File: config.mk
export PLATFORM = sky130hd
export DESIGN_NAME = rwmc_walk
export DESIGN_NICKNAME = d
export VERILOG_FILES = /design/src/rwmc_pkg.sv /design/src/rwmc_walk.sv
export SDC_FILE = /design/constraint.sdc
export NUM_CORES = 1
export LEC_CHECK = 0
export ABC_AREA = 1
export CORE_ASPECT_RATIO = 2
export CORE_MARGIN = 2
export CORE_UTILIZATION = 45
export DETAILED_ROUTE_END_ITERATION = 8
export DONT_BUFFER_PORTS = 1
export GPL_TIMING_DRIVEN = 0
export PLACE_DENSITY = 0.57
export SETUP_SLACK_MARGIN = 0.15
export SYNTH_ARGS = -nofsm -noshare
export SYNTH_HDL_FRONTEND = slang
export SYNTH_SLANG_ARGS = --single-unit
File: constraint.sdc
create_clock -name clk -period 9.1 [get_ports clk]
set_input_delay 0.91 -clock clk [delete_from_list [all_inputs] [get_ports clk]]
set_output_delay 0.91 -clock clk [all_outputs]
set_load 0.03 [all_outputs]
File: src/rwmc_pkg.sv
// Shared types, constants and helpers for the random-walk maze carver.
// Used by every module of the block; depends on nothing else.
package rwmc_pkg;

  localparam int MAX_WIDTH = 32;
  localparam int MAX_HEIGHT = 32;
  localparam int COL_W = $clog2(MAX_WIDTH);
  localparam int ROW_W = $clog2(MAX_HEIGHT);
  localparam int ADDR_W = ROW_W + COL_W;
  localparam int CELLS = MAX_WIDTH * MAX_HEIGHT;
  localparam int SIZE_W = 6;
  localparam int COUNT_W = 11;
  localparam int SIZE_RESET = 8;
  localparam int EPOCH_W = 8;
  localparam int EPOCH_LAST = (1 << EPOCH_W) - 1;
  localparam int CFG_IDX_W = 2;
  localparam int FIFO_DEPTH = 4;
  localparam int FIFO_PTR_W = $clog2(FIFO_DEPTH);
  localparam int LEVEL_W = $clog2(FIFO_DEPTH + 1);

  typedef enum logic [0:0] {
    REQ_RESTART = 1'b0,
    REQ_STEP    = 1'b1
  } req_type_t;

  typedef enum logic [1:0] {
    DIR_ROW_DEC = 2'd0,
    DIR_ROW_INC = 2'd1,
    DIR_COL_DEC = 2'd2,
    DIR_COL_INC = 2'd3
  } dir_t;

  typedef enum logic [CFG_IDX_W-1:0] {
    CFG_WIDTH  = 2'd0,
    CFG_HEIGHT = 2'd1
  } cfg_reg_t;

  typedef struct packed {
    req_type_t req_type;
    dir_t      direction;
  } req_t;

  typedef struct packed {
    logic [4:0] cursor_col;
    logic [4:0] cursor_row;
    logic       carved;
    logic       wall_is_column_edge;
    logic [5:0] wall_row;
    logic [5:0] wall_col;
    logic       done_res;
  } rsp_t;

  typedef struct packed {
    logic [SIZE_W-1:0]  w;
    logic [SIZE_W-1:0]  h;
    logic [COUNT_W-1:0] total;
  } grid_t;

  typedef struct packed {
    logic              restart;
    logic              rd_en;
    logic [ADDR_W-1:0] rd_addr;
    logic              wr_en;
    logic [ADDR_W-1:0] wr_addr;
  } mem_req_t;

  typedef struct packed {
    logic hit;
    logic busy;
  } mem_rsp_t;

  function automatic logic [SIZE_W-1:0] clamp_size(input logic [SIZE_W-1:0] v,
                                                   input logic [SIZE_W-1:0] maxv);
    logic [SIZE_W-1:0] r;
    begin
      r = v;
      if (v < SIZE_W'(2)) begin
        r = SIZE_W'(2);
      end else if (v > maxv) begin
        r = maxv;
      end
      return r;
    end
  endfunction

endpackage

File: src/rwmc_walk.sv
// Walk engine of the maze carver: cursor, drawn count and the read-compare-write
// stage around the visited map. Depends on rwmc_pkg.
module rwmc_walk import rwmc_pkg::*; (
  input  logic               clk,
  input  logic               rst,
  input  logic               in_valid,
  output logic               in_ready,
  input  req_t               in_data,
  input  logic               cfg_restart,
  input  grid_t              grid,
  input  logic [LEVEL_W-1:0] level,
  output logic               push,
  output rsp_t               push_data,
  output mem_req_t           mreq,
  input  mem_rsp_t           mrsp
);

  logic [ROW_W-1:0]   cur_row;
  logic [COL_W-1:0]   cur_col;
  logic [COUNT_W-1:0] count;

  logic               s1_valid;
  logic               s1_step;
  logic               s1_moved;
  logic               s1_fwd;
  logic [ROW_W-1:0]   s1_row;
  logic [COL_W-1:0]   s1_col;
  logic               s1_col_edge;
  logic [SIZE_W-1:0]  s1_wrow;
  logic [SIZE_W-1:0]  s1_wcol;
  logic               s1_carve;

  logic               accept;
  logic               is_step;
  logic               done_eff;
  logic               move;
  logic               room;
  logic               restart_any;
  logic               fwd;
  logic [SIZE_W-1:0]  row_up;
  logic [SIZE_W-1:0]  col_up;
  logic [ROW_W-1:0]   nr;
  logic [COL_W-1:0]   nc;
  logic               col_edge;
  logic [SIZE_W-1:0]  wrow;
  logic [SIZE_W-1:0]  wcol;
  logic [COUNT_W-1:0] count_after;

  assign s1_carve = s1_valid && s1_step && s1_moved &&
                    !(s1_fwd || mrsp.hit || (s1_row == '0 && s1_col == '0));

  always_comb begin
    room = s1_valid ? (level < LEVEL_W'(FIFO_DEPTH - 1)) : (level < LEVEL_W'(FIFO_DEPTH));
    in_ready = !mrsp.busy && room;
    accept = in_valid && in_ready;
    is_step = (in_data.req_type == REQ_STEP);
    done_eff = (count >= grid.total) ||
               ((count == grid.total - 1'b1) && s1_carve);
    move = is_step && !done_eff;
    restart_any = cfg_restart || (accept && !is_step);

    row_up = SIZE_W'(cur_row) + 1'b1;
    col_up = SIZE_W'(cur_col) + 1'b1;
    nr = cur_row;
    nc = cur_col;
    col_edge = 1'b0;
    case (in_data.direction)
      DIR_ROW_DEC: nr = (cur_row == '0) ? ROW_W'(1) : cur_row - 1'b1;
      DIR_ROW_INC: nr = (row_up >= grid.h) ? cur_row - 1'b1 : cur_row + 1'b1;
      DIR_COL_DEC: nc = (cur_col == '0) ? COL_W'(1) : cur_col - 1'b1;
      DIR_COL_INC: nc = (col_up >= grid.w) ? cur_col - 1'b1 : cur_col + 1'b1;
      default: begin
      end
    endcase

    if (in_data.direction == DIR_ROW_DEC || in_data.direction == DIR_ROW_INC) begin
      col_edge = 1'b0;
      wrow = SIZE_W'((nr > cur_row) ? nr : cur_row);
      wcol = SIZE_W'(cur_col);
    end else begin
      col_edge = 1'b1;
      wrow = SIZE_W'(cur_row);
      wcol = SIZE_W'((nc > cur_col) ? nc : cur_col);
    end

    fwd = s1_carve && (s1_row == nr) && (s1_col == nc);

    mreq.restart = restart_any;
    mreq.rd_en = accept && move;
    mreq.rd_addr = {nr, nc};
    mreq.wr_en = s1_carve;
    mreq.wr_addr = {s1_row, s1_col};
  end

  always_ff @(posedge clk) begin
    if (rst) begin
      s1_valid <= 1'b0;
      cur_row <= '0;
      cur_col <= '0;
      count <= COUNT_W'(1);
    end else begin
      s1_valid <= accept;
      if (restart_any) begin
        cur_row <= '0;
        cur_col <= '0;
      end else if (accept && move) begin
        cur_row <= nr;
        cur_col <= nc;
      end
      if (restart_any) begin
        count <= COUNT_W'(1);
      end else if (s1_carve) begin
        count <= count + 1'b1;
      end
    end
  end

  always_ff @(posedge clk) begin
    if (accept) begin
      s1_step <= is_step;
      s1_moved <= move;
      s1_fwd <= fwd;
      s1_row <= is_step ? (move ? nr : cur_row) : '0;
      s1_col <= is_step ? (move ? nc : cur_col) : '0;
      s1_col_edge <= col_edge;
      s1_wrow <= wrow;
      s1_wcol <= wcol;
    end
  end

  always_comb begin
    count_after = count + COUNT_W'(s1_carve);
    push = s1_valid;
    push_data.cursor_col = s1_col;
    push_data.cursor_row = s1_row;
    push_data.carved = s1_carve;
    push_data.wall_is_column_edge = s1_carve && s1_col_edge;
    push_data.wall_row = s1_carve ? s1_wrow : '0;
    push_data.wall_col = s1_carve ? s1_wcol : '0;
    push_data.done_res = (count_after >= grid.total);
  end

  a_cursor_in_grid: assert property (@(posedge clk) disable iff (rst)
    (SIZE_W'(cur_row) < grid.h) && (SIZE_W'(cur_col) < grid.w))
    else $error("cursor outside the grid in use");

  a_carve_below_total: assert property (@(posedge clk) disable iff (rst)
    s1_carve |-> (count < grid.total))
    else $error("cell carved after the maze was complete");

  a_count_bounded: assert property (@(posedge clk) disable iff (rst)
    s1_valid |=> (count <= grid.total))
    else $error("drawn count exceeds the number of cells");

endmodule

## Yosys cells after proc, flatten, opt, wreduce, memory -nomap -nowiden

Index checks and enable logic that the tools add are counted.

| storage, ports and cells | value |
|---|---|
| bits in registers | 48 |
| input bits | 35 |
| output and inout bits | 50 |
| word-level logic and storage cells | 81 |

| operators by class | value |
|---|---|
| add/sub/neg operators | 9 |
| magnitude comparators | 8 |
| eq/ne operators | 6 |
| muxes and demuxes | 16 |
| reduce and logical (&&, ||, !) cells | 28 |

Operators with widths:

| cell | number |
|---|---|
| 5-bit 2-to-1 mux | 10 |
| 11-bit greater-or-equal comparator | 2 |
| 5-bit zero test | 4 |
| 5-bit case mux with 2 select lines | 2 |
| 1-bit logical AND | 13 |
| 5-bit by 1-bit adder with 6-bit output, second input constant | 2 |
| 6-bit greater-or-equal comparator | 2 |
| 6-bit 2-to-1 mux | 2 |
| 11-bit by 1-bit adder with 11-bit output | 1 |
| 11-bit by 1-bit adder with 11-bit output, second input constant | 1 |
| 11-bit == test | 1 |
| 11-bit by 1-bit subtractor with 11-bit output, second input constant | 1 |
| 5-bit by 1-bit adder with 5-bit output, second input constant | 2 |
| 5-bit == test | 2 |
| 5-bit > comparator | 2 |
| 5-bit by 1-bit subtractor with 5-bit output, second input constant | 2 |
| 1-bit logical OR | 5 |
| 2-bit == test, second input constant | 2 |
| 1-bit zero test | 4 |
| 3-bit by 2-bit < comparator with 1-bit output, second input constant | 1 |
| 3-bit < comparator, second input constant | 1 |
| 2-bit by 1-bit == test with 1-bit output, second input constant | 1 |
| 2-bit zero test | 1 |
| 1-bit 2-to-1 mux | 2 |
| 2-bit OR reduction | 1 |

## Longest topological paths before layout

Gate-level depths: netlist of run 1.

| depth | value |
|---|---|
| word-level depth | 10 |
| gate-level depth with buffers | 23 |
| gate-level depth less buffers | 23 |

## Worst setup path after synthesis of run 1

OpenSTA, ideal clock, no wires.

| path | value |
|---|---|
| path type | input-to-output |
| start | input mrsp[1] (netlist name) |
| end | output push_data[0] (netlist name) |
| data arrival time | 3,165 ps |
| required time | 8,190 ps |
| setup slack | 5,025 ps |
| stages | 18 |
| buffers on the path | 0 |
| cell sequence | inv_1 > nand2_1 > nor3_1 > o21ai_2 > inv_1 > ha_1 > ha_1 > nand3_1 > xor2_1 > ha_1 > nand2_1 > inv_1 > nand2_1 > nand2_1 > nand3_1 > a21oi_1 > o21bai_1 > nand4_1 |

RTL lines:

| item | RTL line | text |
|---|---|---|
| start: declaration | rwmc_walk.sv:15 | `input mem_rsp_t mrsp` |
| end: declaration | rwmc_walk.sv:13 | `output rsp_t push_data,` |

==> results of run 1 <==
==> Yosys cell counts <==
cell type                    n
sky130_fd_sc_hd__o21a_1      4
sky130_fd_sc_hd__nand2_2     6
sky130_fd_sc_hd__nand3_4     1
sky130_fd_sc_hd__o21bai_1    2
sky130_fd_sc_hd__xor2_1     25
sky130_fd_sc_hd__inv_1     121
sky130_fd_sc_hd__nand2_4     1
sky130_fd_sc_hd__o211ai_1    3
sky130_fd_sc_hd__nor2_1     76
sky130_fd_sc_hd__o22ai_1     1
sky130_fd_sc_hd__nand3_2     1
sky130_fd_sc_hd__clkbuf_1    4
sky130_fd_sc_hd__conb_1      1
sky130_fd_sc_hd__nand4_1    29
sky130_fd_sc_hd__o21ai_0    28
sky130_fd_sc_hd__a21oi_1    20
sky130_fd_sc_hd__xnor2_1     6
sky130_fd_sc_hd__a21o_1      2
sky130_fd_sc_hd__clkinv_1    1
sky130_fd_sc_hd__ha_1       53
sky130_fd_sc_hd__nand3_1    48
sky130_fd_sc_hd__inv_2      12
sky130_fd_sc_hd__nor2_2      7
sky130_fd_sc_hd__buf_6       4
sky130_fd_sc_hd__nand2_1   162
sky130_fd_sc_hd__a21oi_2     3
sky130_fd_sc_hd__buf_2       5
sky130_fd_sc_hd__o31ai_1     1
sky130_fd_sc_hd__edfxtp_1   24
sky130_fd_sc_hd__buf_4      15
sky130_fd_sc_hd__o21bai_2    1
sky130_fd_sc_hd__o21ai_2     3
sky130_fd_sc_hd__dfxtp_1    22
sky130_fd_sc_hd__nor3_1      9
sky130_fd_sc_hd__o211a_1     1
sky130_fd_sc_hd__nor2_4      4
sky130_fd_sc_hd__nor4_1      2
==> cell usage in the layout (no fill, tap or decap), types with 7 or more instances in the layout <==
| cell type | netlist | routed |
|---|---|---|
| sky130_fd_sc_hd__ha_1 | 53 | 53 |
| sky130_fd_sc_hd__nor3_1 | 9 | 9 |
| sky130_fd_sc_hd__nor2_2 | 7 | 7 |
| sky130_fd_sc_hd__o21ai_0 | 28 | 28 |
| sky130_fd_sc_hd__buf_4 | 15 | 15 |
| sky130_fd_sc_hd__inv_1 | 121 | 121 |
| sky130_fd_sc_hd__a21oi_1 | 20 | 20 |
| sky130_fd_sc_hd__xor2_1 | 25 | 25 |
| sky130_fd_sc_hd__nor2_1 | 76 | 76 |
| sky130_fd_sc_hd__nand2_1 | 162 | 162 |
| sky130_fd_sc_hd__edfxtp_1 | 24 | 24 |
| sky130_fd_sc_hd__nand4_1 | 29 | 29 |
| sky130_fd_sc_hd__inv_2 | 12 | 12 |
| sky130_fd_sc_hd__dfxtp_1 | 22 | 22 |
| sky130_fd_sc_hd__nand3_1 | 48 | 48 |
==> worst paths after layout <==
check | slack (ns) | startpoint | to | depth (start not counted)
setup reg to reg | 4.68 | cur_row[0]$_SDFFE_PP0P_ | s1_wrow[4]$_DFFE_PP_ | 22
hold reg to reg | 0.54 | count[10]$_SDFFE_PP0N_ | count[10]$_SDFFE_PP0N_ | 2
setup / recovery | 4.14 | s1_col[1]$_SDFFCE_PN0P_ | push_data[0] | 14
hold / removal | 0.54 | count[10]$_SDFFE_PP0N_ | count[10]$_SDFFE_PP0N_ | 2
==> cells by family (layout without fill, tap and decap cells) <==
logic type / after synthesis / after routing / share of synthesized area (%)
XOR/XNOR: 31 / 31 / 5.72
AO/OA/AOI/OAI: 69 / 69 / 8.64
AND/OR/NAND/NOR: 346 / 346 / 32.4
buffers and inverters: 162 / 170 / 14.8
flip-flops: 46 / 46 / 24.5
other: 1 / 2 / 0.0790
adder cells (fa/ha/maj): 53 / 53 / 14.0
==> state kept, by name, summed over array words and instances (netlist names) <==
register,flops
s1_moved,1
s1_row,5
s1_col_edge,1
s1_wcol,5
s1_fwd,1
s1_step,1
cur_col,5
push,1
s1_col,5
count,11
s1_wrow,5
cur_row,5
==> per-layer routing <==
metal  routed length, um  up-vias
li1                    -     2266
met3                 267       30
met1                4640     1975
met2                7970       84
met4                 660        0
met5                   0        -
==> final cells by class <==
class / count / share of cell area [%]
plain buffers: 28 / 3.90
clock inverters: 1 / 0.589
multi-input cells: 501 / 56.7
clock buffers: 7 / 2.80
inverters: 134 / 9.87
well taps: 137 / 3.36
flip-flops and latches: 46 / 22.8
==> tightest hold or removal path, stage by stage, from the launching register on <==
cell and delay (ns):
sky130_fd_sc_hd__dfxtp_1 0.33, sky130_fd_sc_hd__inv_1 0.10, sky130_fd_sc_hd__a21oi_1 0.07
==> power breakdown <==
part	leakage, nW	switching [mW]	internal (mW)
combinational	2.19	0.0800	0.0352
sequential	0.402	0.00684	0.224
clock	0.0841	0.0792	0.137
total	2.67	0.166	0.397
==> Flow_metrics.wiki, run 1 <==
{| class="wikitable"
! Metric !! Value
|-
| CTS max path bufs || 2
|-
| Die span in x || 76.6 um
|-
| GR Layer Usage met1 || 22.6%
|-
| Layout Cell Area excl Fill || 5100 um^2
|-
| Number of gates resized after cts || 0
|-
| Yosys top cell area share || 15.2%
|-
| Quantity of I/O buffers inserted on ports || 0
|-
| Crit path DAT || 4.05 ns
|-
| Syn Std Cell Area || 4750 um^2
|-
| Non-filler cells in the finished layout || 854
|-
| Seq/Total Area, Yosys || 24.5%
|-
| Dpl hpwl || 11.4 mm
|-
| Clock network latency to the later pin of the worst-skew pair || 0.30 ns
|-
| Post-Place Setup Slack || 4.33 ns
|-
| Footprint of the multi-input gates || 2890 um^2
|-
| Largest net degree at the start of global routing || 34
|-
| Count of pins over their slew limit || 0
|-
| Number of antenna violations at the first check in global routing || 0
|-
| Sequential standard cell area || 1160 um^2
|-
| Final min period || 4.96 ns
|-
| FMAX || 0.202 GHz
|-
| Final-layout setup total negative slack || 0 ns
|-
| Cell-by-cell listing of the critical path || nor2_1 > nand3_1 > o21ai_2 > inv_1 > ha_1 > ha_1 > nand3_1 > nor2_1 > xor2_1 > ha_1 > nand2_1 > nor3_1 > nand4_1 > nand4_1
|-
| Number of setup buffers added after CTS || 0
|-
| Instance count after placement with tap cells included || 846
|-
| Gate count after technology mapping || 708
|-
| Layout Area Growth over Synthesis || 7.35%
|-
| Final setup skew || 0.00879 ns
|-
| Average wire length per cell after detail routing || 15.8 um
|-
| Number of remaining DRC errors || 0
|-
| # IOs || 85
|-
| Via density per instance || 5.10
|-
| Slack of the critical path || 4.14 ns
|-
| Leakage Power || 2.67 nW
|-
| Final layout net count || 804
|-
| Routed via count || 4355
|-
| CTS H-tree lvls || 2
|-
| Die boundary height || 149 um
|-
| Most frequent cell on the critical path || sky130_fd_sc_hd__ha_1
|-
| Cell area after placement || 4920 um^2
|-
| Gate family responsible for the most delay along the worst path || simple AND/OR/NAND/NOR gates
|-
| Sort of element at the start of the critical path || flop
|-
| Global-route met3 utilization || 1.51%
|-
| Crit Path Category || flop to output port
|-
| Number of unique standard cell types used by synthesis || 37
|-
| Critical path fanouts, max || 9
|-
| Top area cells in the synthesized netlist || sky130_fd_sc_hd__edfxtp_1, sky130_fd_sc_hd__ha_1, sky130_fd_sc_hd__nand2_1, sky130_fd_sc_hd__inv_1, sky130_fd_sc_hd__dfxtp_1
|-
| Period utilisation layout || 54.5%
|-
| Largest area contributor in the netlist || sky130_fd_sc_hd__edfxtp_1
|-
| Remaining antenna violation count after routing || 0
|-
| Unrepaired setup endpoints after global routing || false
|-
| Count of filler cells inserted in the layout || 1134
|-
| Overall Global Routing Usage || 24.3%
|-
| Worst hold-check path type || flop to flop
|-
| Hold violation total from the final report || 0
|-
| Final WL || 13.5 mm
|-
| Worst Path Buf+Inv || 1
|-
| Slew @ Worst Pin || 0.800 ns
|-
| Number of placement rows || 53
|-
| Clock buffer count from CTS || 5
|-
| Final Wtd Congestion || 0.949
|-
| Clock Sink Count || 46
|-
| Delay of the slowest critical-path stage || 0.59 ns
|-
| P per Cell Area || 110 nW/um^2
|-
| Critical Path Slowest Stage Cell || sky130_fd_sc_hd__edfxtp_1
|-
| Met2 Resource Use GR || 50.7%
|-
| Overflow left after global routing || 0
|-
| Root buf cell || sky130_fd_sc_hd__clkbuf_16
|-
| Diode count || 0
|-
| Number of global-route vias before repair || 4295
|-
| Worst Setup End Kind || output port
|-
| First-iteration detailed-routing DRC count || 122
|-
| Number of buffers inserted by hold repair at cts || 0
|-
| Mean post-synth cell area || 6.71 um^2
|-
| Yosys warning count || 0
|-
| Relative slew slack || 46.6%
|-
| Result of the run || complete, no violations
|-
| Final-layout worst hold slack || 0.541 ns
|-
| Layer carrying the most global-route usage || met2
|-
| Util after Layout || 49.0%
|-
| Clock transition at path regs || 0.07 ns
|-
| Starting density of the core || 45.6%
|-
| MaxCap Viol Count || 0
|-
| Iteration count of the initial detailed-routing pass || 4
|-
| Core region area || 10400 um^2
|-
| Fraction of final layout cells sized beyond drive strength 1 || 9.90%
|-
| Wire length of the first global-routing pass || 21.6 mm
|-
| #FFs+latches synth || 46
|-
| Clock tree from TritonCTS || built
|-
| Pwr Total || 0.563 mW
|-
| Peak supply drop || 0.101 mV
|-
| Total die area || 11400 um^2
|-
| Required time of the critical path || 8.19 ns
|-
| Number of setup violations in the final report || 0
|}
(Power assumes the default switching activity.)
==> run 2: changes to the inputs <==
- PLACE_DENSITY: 0.57 -> 0.59
- clock period: 9.1 -> 4.4 ns (I/O delays scaled with it)
==> Flow_metrics.wiki, run 2 (same netlist as run 1, synthesis figures left out) <==
{| class="wikitable"
! Metric !! Value
|-
| Result of the run || complete, no violations (unchanged)
|-
| Dpl hpwl || 11.5 mm (was 11.4 mm)
|-
| FMAX || 0.244 GHz
|-
| Leading cell type in the layout, fill and taps excluded || sky130_fd_sc_hd__nand2_1 (unchanged)
|-
| Clock network latency to the later pin of the worst-skew pair || 0.29 ns (was 0.30 ns)
|-
| Delay of the slowest critical-path stage || 0.61 ns (was 0.59 ns)
|-
| Number of setup violations in the final report || 0 (unchanged)
|-
| Leakage Power || 2.67 nW (about the same)
|-
| Overflow left after global routing || 0 (unchanged)
|-
| Final min period || 4.10 ns
|-
| Hold violation total from the final report || 0 (unchanged)
|-
| Clock transition at path regs || 0.06 ns (was 0.07 ns)
|-
| Relative slew slack || 47.1% (was 46.6%)
|-
| Via density per instance || 5.25 (was 5.10)
|-
| Clock buffer count from CTS || 5 (unchanged)
|-
| Sort of element at the start of the critical path || flop (unchanged)
|-
| CTS max path bufs || 2 (unchanged)
|-
| Routed via count || 4491 (was 4355)
|-
| Crit path DAT || 3.66 ns (was 4.05 ns)
|-
| Max FFs per register || 11 (unchanged)
|-
| FF-to-FF Start || cur_row[0]$_SDFFE_PP0P_ (unchanged)
|-
| Most frequent cell on the critical path || sky130_fd_sc_hd__nand4_1 (was sky130_fd_sc_hd__ha_1)
|-
| Final-layout setup total negative slack || 0 ns (unchanged)
|-
| Overall Global Routing Usage || 23.9% (was 24.3%)
|-
| Starting density of the core || 45.6% (unchanged)
|-
| Number of antenna violations at the first check in global routing || 0 (unchanged)
|-
| Endpoint of the worst-slack reg-to-reg timing path || s1_wrow[3]$_DFFE_PP_ (was s1_wrow[4]$_DFFE_PP_)
|-
| Period utilisation layout || 93.3%
|-
| Pwr Total || 1.09 mW (was 0.563 mW)
|-
| Number of global-route vias before repair || 4340 (was 4295)
|-
| Global-route met3 utilization || 1.82% (was 1.51%)
|-
| Quantity of I/O buffers inserted on ports || 0 (unchanged)
|-
| Unrepaired setup endpoints after global routing || true (was false)
|-
| Number of placement rows || 53 (unchanged)
|-
| Layout Area Growth over Synthesis || 7.75% (was 7.35%)
|-
| Wire length of the first global-routing pass || 21.3 mm (was 21.6 mm)
|-
| Min-delay src || rst (was count[10]$_SDFFE_PP0N_)
|-
| Flop2flop setup slack || 0.41 ns (was 4.68 ns)
|-
| Required time of the critical path || 3.96 ns (was 8.19 ns)
|-
| Peak supply drop || 0.133 mV (was 0.101 mV)
|-
| Count of filler cells inserted in the layout || 1112 (was 1134)
|-
| Layer carrying the most global-route usage || met2 (unchanged)
|-
| Clock tree from TritonCTS || built (unchanged)
|-
| Worst Path Buf+Inv || 1 (unchanged)
|-
| Depth of the worst hold-timing path || 1 (was 2)
|-
| GR Layer Usage met1 || 21.8% (was 22.6%)
|-
| Number of buffers inserted by hold repair at cts || 0 (unchanged)
|-
| Die span in x || 76.6 um (unchanged)
|-
| Iteration count of the initial detailed-routing pass || 4 (unchanged)
|-
| Critical Path Slowest Stage Cell || sky130_fd_sc_hd__edfxtp_1 (unchanged)
|-
| Diode count || 0 (unchanged)
|-
| Cell-by-cell listing of the critical path || nor2_1 > nand4_1 > o21ai_4 > inv_2 > ha_2 > ha_1 > nand3_1 > nor2_1 > xor2_1 > ha_1 > nand2_1 > nor3_1 > nand4_1 > nand4_1 (was nor2_1 > nand3_1 > o21ai_2 > inv_1 > ha_1 > ha_1 > nand3_1 > nor2_1 > xor2_1 > ha_1 > nand2_1 > nor3_1 > nand4_1 > nand4_1)
|-
| CTS H-tree lvls || 2 (unchanged)
|-
| Final WL || 13.6 mm (was 13.5 mm)
|-
| Final Wtd Congestion || 0.940 (was 0.949)
|-
| Slew @ Worst Pin || 0.793 ns (was 0.800 ns)
|-
| Met2 Resource Use GR || 49.6% (was 50.7%)
|-
| # IOs || 85 (unchanged)
|-
| First-iteration detailed-routing DRC count || 142 (was 122)
|-
| Final layout net count || 806 (was 804)
|-
| Endpoint of the worst hold path || push$_SDFF_PP0_ (was count[10]$_SDFFE_PP0N_)
|-
| Average wire length per cell after detail routing || 15.9 um (was 15.8 um)
|-
| Leading cell types in the layout, fill and taps excluded || sky130_fd_sc_hd__nand2_1, sky130_fd_sc_hd__inv_1, sky130_fd_sc_hd__nor2_1 (unchanged)
|-
| Critical path fanouts, max || 9 (unchanged)
|-
| Reg2reg path depth || 21 (was 22)
|-
| Fraction of final layout cells sized beyond drive strength 1 || 10.8% (was 9.90%)
|-
| Crit Path Category || flop to output port (unchanged)
|-
| Core region area || 10400 um^2 (unchanged)
|-
| Number of remaining DRC errors || 0 (unchanged)
|-
| P per Cell Area || 213 nW/um^2 (was 110 nW/um^2)
|-
| Remaining antenna violation count after routing || 0 (unchanged)
|-
| Die boundary height || 149 um (unchanged)
|-
| Largest net degree at the start of global routing || 34 (unchanged)
|-
| Worst hold-check path type || primary input to flop (was flop to flop)
|-
| Count of pins over their slew limit || 0 (unchanged)
|-
| MaxCap Viol Count || 0 (unchanged)
|-
| Final setup skew || 0.00300 ns (was 0.00879 ns)
|-
| Worst Setup End Kind || output port (unchanged)
|-
| Top reg by flops || count (unchanged)
|-
| Gate family responsible for the most delay along the worst path || simple AND/OR/NAND/NOR gates (unchanged)
|-
| Root buf cell || sky130_fd_sc_hd__clkbuf_16 (unchanged)
|-
| Total die area || 11400 um^2 (unchanged)
|-
| Clock Sink Count || 46 (unchanged)
|}
==> run 2: cell type report <==
type | instances | area, um^2 | area share (%)
Timing Repair Buffer | 2 | 15.0 | 0.293
Buffer | 28 | 199 | 3.89
Inverter | 134 | 503 | 9.83
Sequential cell | 46 | 1160 | 22.8
Tap cell | 137 | 171 | 3.35
Multi-Input combinational cell | 501 | 2930 | 57.2
Clock buffer | 8 | 136 | 2.67
==> run 2: worst reg2reg max path, stage by stage, from the launching register on <==
cell and delay [ns]:
sky130_fd_sc_hd__dfxtp_2 0.46, sky130_fd_sc_hd__ha_1 0.25, sky130_fd_sc_hd__nand4_1 0.10, sky130_fd_sc_hd__nand2_1 0.10, sky130_fd_sc_hd__inv_1 0.07, sky130_fd_sc_hd__ha_1 0.26, sky130_fd_sc_hd__nand2_1 0.06, sky130_fd_sc_hd__nor2_1 0.12
sky130_fd_sc_hd__nand2_1 0.16, sky130_fd_sc_hd__nand2_1 0.17, sky130_fd_sc_hd__nand2_1 0.07, sky130_fd_sc_hd__nand3_1 0.10, sky130_fd_sc_hd__nand3_1 0.19, sky130_fd_sc_hd__inv_1 0.33, sky130_fd_sc_hd__ha_1 0.32, sky130_fd_sc_hd__inv_1 0.06
sky130_fd_sc_hd__nor2_1 0.04, sky130_fd_sc_hd__o21a_1 0.16, sky130_fd_sc_hd__o21a_1 0.17, sky130_fd_sc_hd__o21a_1 0.20, sky130_fd_sc_hd__o22ai_4 0.21, sky130_fd_sc_hd__o21ai_0 0.13
==> run 2: metal layers <==
layer / up-vias / wire length [um]
met1: 2047 / 4480
met5: - / 0
met2: 137 / 8020
li1: 2266 / -
met4: 0 / 711
met3: 41 / 417
==> run 2: how the worst max path moves through the flow <==
stage / end / start / slack [ns] / depth (start not counted)
2_1_floorplan: s1_wrow[0]$_DFFE_PP_ / cur_row[0]$_SDFFE_PP0P_ / 0.77 / 21
3_3_place_gp: s1_wrow[3]$_DFFE_PP_ / cur_row[0]$_SDFFE_PP0P_ / 0.07 / 21
3_5_place_dp: s1_wrow[3]$_DFFE_PP_ / cur_row[0]$_SDFFE_PP0P_ / 0.04 / 22
4_1_cts: push_data[0] / s1_col[1]$_SDFFCE_PN0P_ / 0.1 / 16
5_1_grt: s1_wrow[4]$_DFFE_PP_ / cur_row[0]$_SDFFE_PP0P_ / 0.13 / 21
6_report: push_data[0] / s1_row[3]$_SDFFCE_PN0P_ / 0.30 / 14
==> run 2: metrics by stage <==
step | util [%] | cells | worst slack (ns) | instance area (um^2) | hold WS [ns]
detailed placement | 47.3 | 846 | 0.0388 | 4920 | 0.515
floorplan | - | 709 | 0.770 | 4750 | 0.503
global route | 49.1 | 856 | 0.131 | 5120 | 0.205
CTS | 48.8 | 854 | 0.0995 | 5080 | 0.202
global placement | 47.3 | 846 | 0.0657 | 4920 | 0.513
finish | 49.1 | 856 | 0.296 | 5120 | 0.210
==> run 2: what timing repair did <==
item / 4_1_cts / 5_1_grt
pin swaps: 1 / 4
resized for setup: 4 / 6
setup buffers: 0 / 2
endpoints found under the setup margin: 6 / 11
cloned: 0 / 0
==> run 2: power breakdown <==
part	switching [mW]	internal (mW)
registers	0.0143	0.464
clock network	0.156	0.212
logic	0.169	0.0752
==> run 3: changes to the inputs <==
- ABC_AREA: 1 -> not set
==> Flow_metrics.wiki, run 3 <==
{| class="wikitable"
! Metric !! Value
|-
| Result of the run || complete, no violations (unchanged)
|-
| P per Cell Area || 192 nW/um^2 (was 213 nW/um^2)
|-
| Relative slew slack || 38.4% (was 47.1%)
|-
| Simple-gate share of the synthesized area || 22.6% (was 32.4%)
|-
| List of most frequent post-synthesis cells || sky130_fd_sc_hd__ha_1, sky130_fd_sc_hd__nand2_1, sky130_fd_sc_hd__nor2_1 (was sky130_fd_sc_hd__nand2_1, sky130_fd_sc_hd__inv_1, sky130_fd_sc_hd__nor2_1)
|-
| Largest area contributor in the netlist || sky130_fd_sc_hd__edfxtp_1 (unchanged)
|-
| Leading cell types in the layout, fill and taps excluded || sky130_fd_sc_hd__buf_4, sky130_fd_sc_hd__nand2_1, sky130_fd_sc_hd__nor2_1 (was sky130_fd_sc_hd__nand2_1, sky130_fd_sc_hd__inv_1, sky130_fd_sc_hd__nor2_1)
|-
| Diode count || 0 (unchanged)
|-
| Flop2flop setup slack || 0.25 ns (was 0.41 ns)
|-
| Via density per instance || 5.97 (was 5.25)
|-
| Die boundary height || 150 um (was 149 um)
|-
| Sort of element at the start of the critical path || flop (unchanged)
|-
| Worst hold-check path type || primary input to flop (unchanged)
|-
| Die span in x || 76.8 um (was 76.6 um)
|-
| Crit Path Category || flop to output port (unchanged)
|-
| Worst setup path startpoint || s1_col[1]$_SDFFCE_PN0P_ (was s1_row[3]$_SDFFCE_PN0P_)
|-
| Syn Std Cell Area || 4780 um^2 (was 4750 um^2)
|-
| Clock buffer count from CTS || 5 (unchanged)
|-
| Unrepaired setup endpoints after global routing || true (unchanged)
|-
| Non-filler cells in the finished layout || 762 (was 856)
|-
| FMAX || 0.239 GHz (was 0.244 GHz)
|-
| Average wire length per cell after detail routing || 19.7 um (was 15.9 um)
|-
| Final WL || 15.0 mm (was 13.6 mm)
|-
| Leading cell type in the layout, fill and taps excluded || sky130_fd_sc_hd__buf_4 (was sky130_fd_sc_hd__nand2_1)
|-
| Final min period || 4.18 ns (was 4.10 ns)
|-
| Peak supply drop || 0.139 mV (was 0.133 mV)
|-
| Number of enable flip-flop cells after synthesis || 24 (unchanged)
|-
| Root buf cell || sky130_fd_sc_hd__clkbuf_16 (unchanged)
|-
| Leakage Power || 2.44 nW (was 2.67 nW)
|-
| Period utilisation layout || 95.0% (was 93.3%)
|-
| Seq/Total Area, Yosys || 24.3% (was 24.5%)
|-
| FF-to-FF Start || cur_row[0]$_SDFFE_PP0P_ (unchanged)
|-
| Max FFs per register || 11 (unchanged)
|-
| Worst Setup End Kind || output port (unchanged)
|-
| Number of setup violations in the final report || 0 (unchanged)
|-
| Layout Area Growth over Synthesis || 25.6% (was 7.75%)
|-
| Number of placement rows || 53 (unchanged)
|-
| Util after Layout || 57.6% (was 49.1%)
|-
| Crit path DAT || 3.74 ns (was 3.66 ns)
|-
| Most instantiated flip-flop cell in the synthesis netlist || sky130_fd_sc_hd__edfxtp_1 (unchanged)
|-
| Yosys warning count || 0 (unchanged)
|-
| Starting density of the core || 45.9% (was 45.6%)
|-
| Multiplexer fraction of the synthesized cell area || 3.90% (was 0%)
|-
| Hold violation total from the final report || 0 (unchanged)
|-
| #FFs+latches synth || 46 (unchanged)
|-
| Largest family of logic cells by synthesized area || simple AND/OR/NAND/NOR gates (unchanged)
|-
| Overflow left after global routing || 0 (unchanged)
|-
| Endpoint of the worst-slack reg-to-reg timing path || s1_wrow[1]$_DFFE_PP_ (was s1_wrow[3]$_DFFE_PP_)
|-
| Number of antenna violations at the first check in global routing || 0 (unchanged)
|-
| Layout Cell Area excl Fill || 6000 um^2 (was 5120 um^2)
|-
| Quantity of I/O buffers inserted on ports || 0 (unchanged)
|-
| Routed via count || 4552 (was 4491)
|-
| Gate count after technology mapping || 583 (was 708)
|-
| Number of global-route vias before repair || 4513 (was 4340)
|-
| Clock tree from TritonCTS || built (unchanged)
|-
| Share of async-settable or async-resettable flops after synthesis || 0% (unchanged)
|-
| Overall Global Routing Usage || 25.6% (was 23.9%)
|-
| Share of the synthesized area in compound gates (AO/OA/AOI/OAI) || 18.7% (was 8.64%)
|-
| Top reg by flops || count (unchanged)
|-
| CTS H-tree lvls || 2 (unchanged)
|-
| CTS max path bufs || 2 (unchanged)
|-
| Yosys top cell area share || 15.1% (was 15.2%)
|-
| Mean post-synth cell area || 8.19 um^2 (was 6.71 um^2)
|-
| First-iteration detailed-routing DRC count || 145 (was 142)
|-
| Xor/xnor share of the synthesized area || 7.52% (was 5.72%)
|-
| Top area cells in the synthesized netlist || sky130_fd_sc_hd__edfxtp_1, sky130_fd_sc_hd__ha_1, sky130_fd_sc_hd__dfxtp_1, sky130_fd_sc_hd__xor2_1, sky130_fd_sc_hd__nand2_1 (was sky130_fd_sc_hd__edfxtp_1, sky130_fd_sc_hd__ha_1, sky130_fd_sc_hd__nand2_1, sky130_fd_sc_hd__inv_1, sky130_fd_sc_hd__dfxtp_1)
|-
| Critical path fanouts, max || 4 (was 9)
|-
| Largest net degree at the start of global routing || 26 (was 34)
|-
| Dpl hpwl || 11.4 mm (was 11.5 mm)
|-
| Final Wtd Congestion || 0.881 (was 0.940)
|-
| Core region area || 10400 um^2 (unchanged)
|-
| Final layout net count || 712 (was 806)
|-
| Cell area after placement || 5030 um^2 (was 4920 um^2)
|-
| Wire length of the first global-routing pass || 23.0 mm (was 21.3 mm)
|-
| Fraction of final layout cells sized beyond drive strength 1 || 26.7% (was 10.8%)
|-
| Count of pins over their slew limit || 0 (unchanged)
|-
| Instance count after placement with tap cells included || 721 (was 846)
|-
| Number of unique standard cell types used by synthesis || 71 (was 37)
|-
| End point of the critical path || push_data[0] (unchanged)
|-
| Clock transition at path regs || 0.07 ns (was 0.06 ns)
|-
| Leading cell type by number of instances after synthesis || sky130_fd_sc_hd__ha_1 (was sky130_fd_sc_hd__nand2_1)
|-
| MaxCap Viol Count || 0 (unchanged)
|-
| Number of buffers inserted by hold repair at cts || 0 (unchanged)
|-
| Clock Sink Count || 46 (unchanged)
|-
| Iteration count of the initial detailed-routing pass || 4 (unchanged)
|-
| Remaining antenna violation count after routing || 0 (unchanged)
|-
| Clock network latency to the later pin of the worst-skew pair || 0.29 ns (about the same)
|-
| Total die area || 11500 um^2 (was 11400 um^2)
|-
| Slew @ Worst Pin || 0.924 ns (was 0.793 ns)
|-
| Reg2reg path depth || 17 (was 21)
|-
| Required time of the critical path || 3.96 ns (about the same)
|-
| Final setup skew || 0.0103 ns (was 0.00300 ns)
|-
| # IOs || 85 (unchanged)
|-
| Fraction of the mapped netlist area in adder cells || 13.9% (was 14.0%)
|-
| Number of remaining DRC errors || 0 (unchanged)
|}
[run 3: kinds of logic after synthesis]
family,count (synthesis)
and+or+nand+nor,210
AOI/OAI and AO/OA,125
buffers and inverters,89
adders and majority gates,53
DFF,46
xor gates and xnor gates,41
muxes,18
other,1
[run 3: what timing repair did]
action                                  4_1_cts  5_1_grt
pin swaps                                    14       32
cloned                                        1        0
hold endpoints to repair                      0        0
gates resized for setup                      61       66
setup buffers                                13       19
endpoints found under the setup margin       11       21
[run 3: metal layers]
metal	global-route usage (%)	vias up	share of wire, %
met5	0	-	0
met4	15.6	0	4.7
met3	4.22	42	5.5
met2	49.4	161	56
met1	24.8	2176	34
li1	-	2173	-
[run 3: cell type report]
cell class | count | area, um^2
plain buffers | 45 | 333
clock buffers | 5 | 125
clock inverters | 3 | 45.0
fillers | 980 | 4410
inverters | 44 | 185
multi-input cells | 450 | 3710
flip-flops and latches | 46 | 1180
well taps | 137 | 171
repair buffers | 32 | 248
[run 3: power by group]
part	internal [mW]	switching (mW)	total (mW)	leakage [nW]
Clock	0.268	0.164	0.431	0.0760
Sequential	0.458	0.0131	0.471	0.407
Combinational	0.0983	0.153	0.252	1.96
Total	0.824	0.330	1.15	2.44
[run 3: per-stage QoR]
step                      TNS [ns]  total power [mW]  setup WS (ns)  hold slack [ns]
after global placement       -4.60             0.679         -0.936            0.513
after floorplan                  0             0.639          0.164            0.512
final                            0              1.15          0.221            0.213
after CTS                        0              1.14          0.126            0.210
after global routing             0              1.20         0.0920            0.217
after detailed placement     -5.59             0.684          -1.03            0.521
[run 3: worst min path at each step]
stage,startpoint,to,depth (start not counted),slack (ns)
finish,rst,push$_SDFF_PP0_,1,0.21
CTS,rst,push$_SDFF_PP0_,1,0.21
floorplan,rst,push$_SDFF_PP0_,1,0.51
global placement,rst,push$_SDFF_PP0_,1,0.51
global route,rst,push$_SDFF_PP0_,1,0.22
detailed placement,rst,push$_SDFF_PP0_,1,0.52
[run 3: critical path: stages (launching register included)]
cell	delay (ns)
sky130_fd_sc_hd__edfxtp_1	0.56
sky130_fd_sc_hd__clkbuf_8	0.22
sky130_fd_sc_hd__nor4_4	0.32
sky130_fd_sc_hd__a31oi_4	0.14
sky130_fd_sc_hd__buf_8	0.15
sky130_fd_sc_hd__buf_12	0.12
sky130_fd_sc_hd__ha_4	0.17
sky130_fd_sc_hd__ha_4	0.21
sky130_fd_sc_hd__ha_1	0.27
sky130_fd_sc_hd__a21o_1	0.20
sky130_fd_sc_hd__a21oi_2	0.17
sky130_fd_sc_hd__nor2b_1	0.07
sky130_fd_sc_hd__o21ai_1	0.18
sky130_fd_sc_hd__a21oi_1	0.11
sky130_fd_sc_hd__a211oi_2	0.40
sky130_fd_sc_hd__o21ai_4	0.17
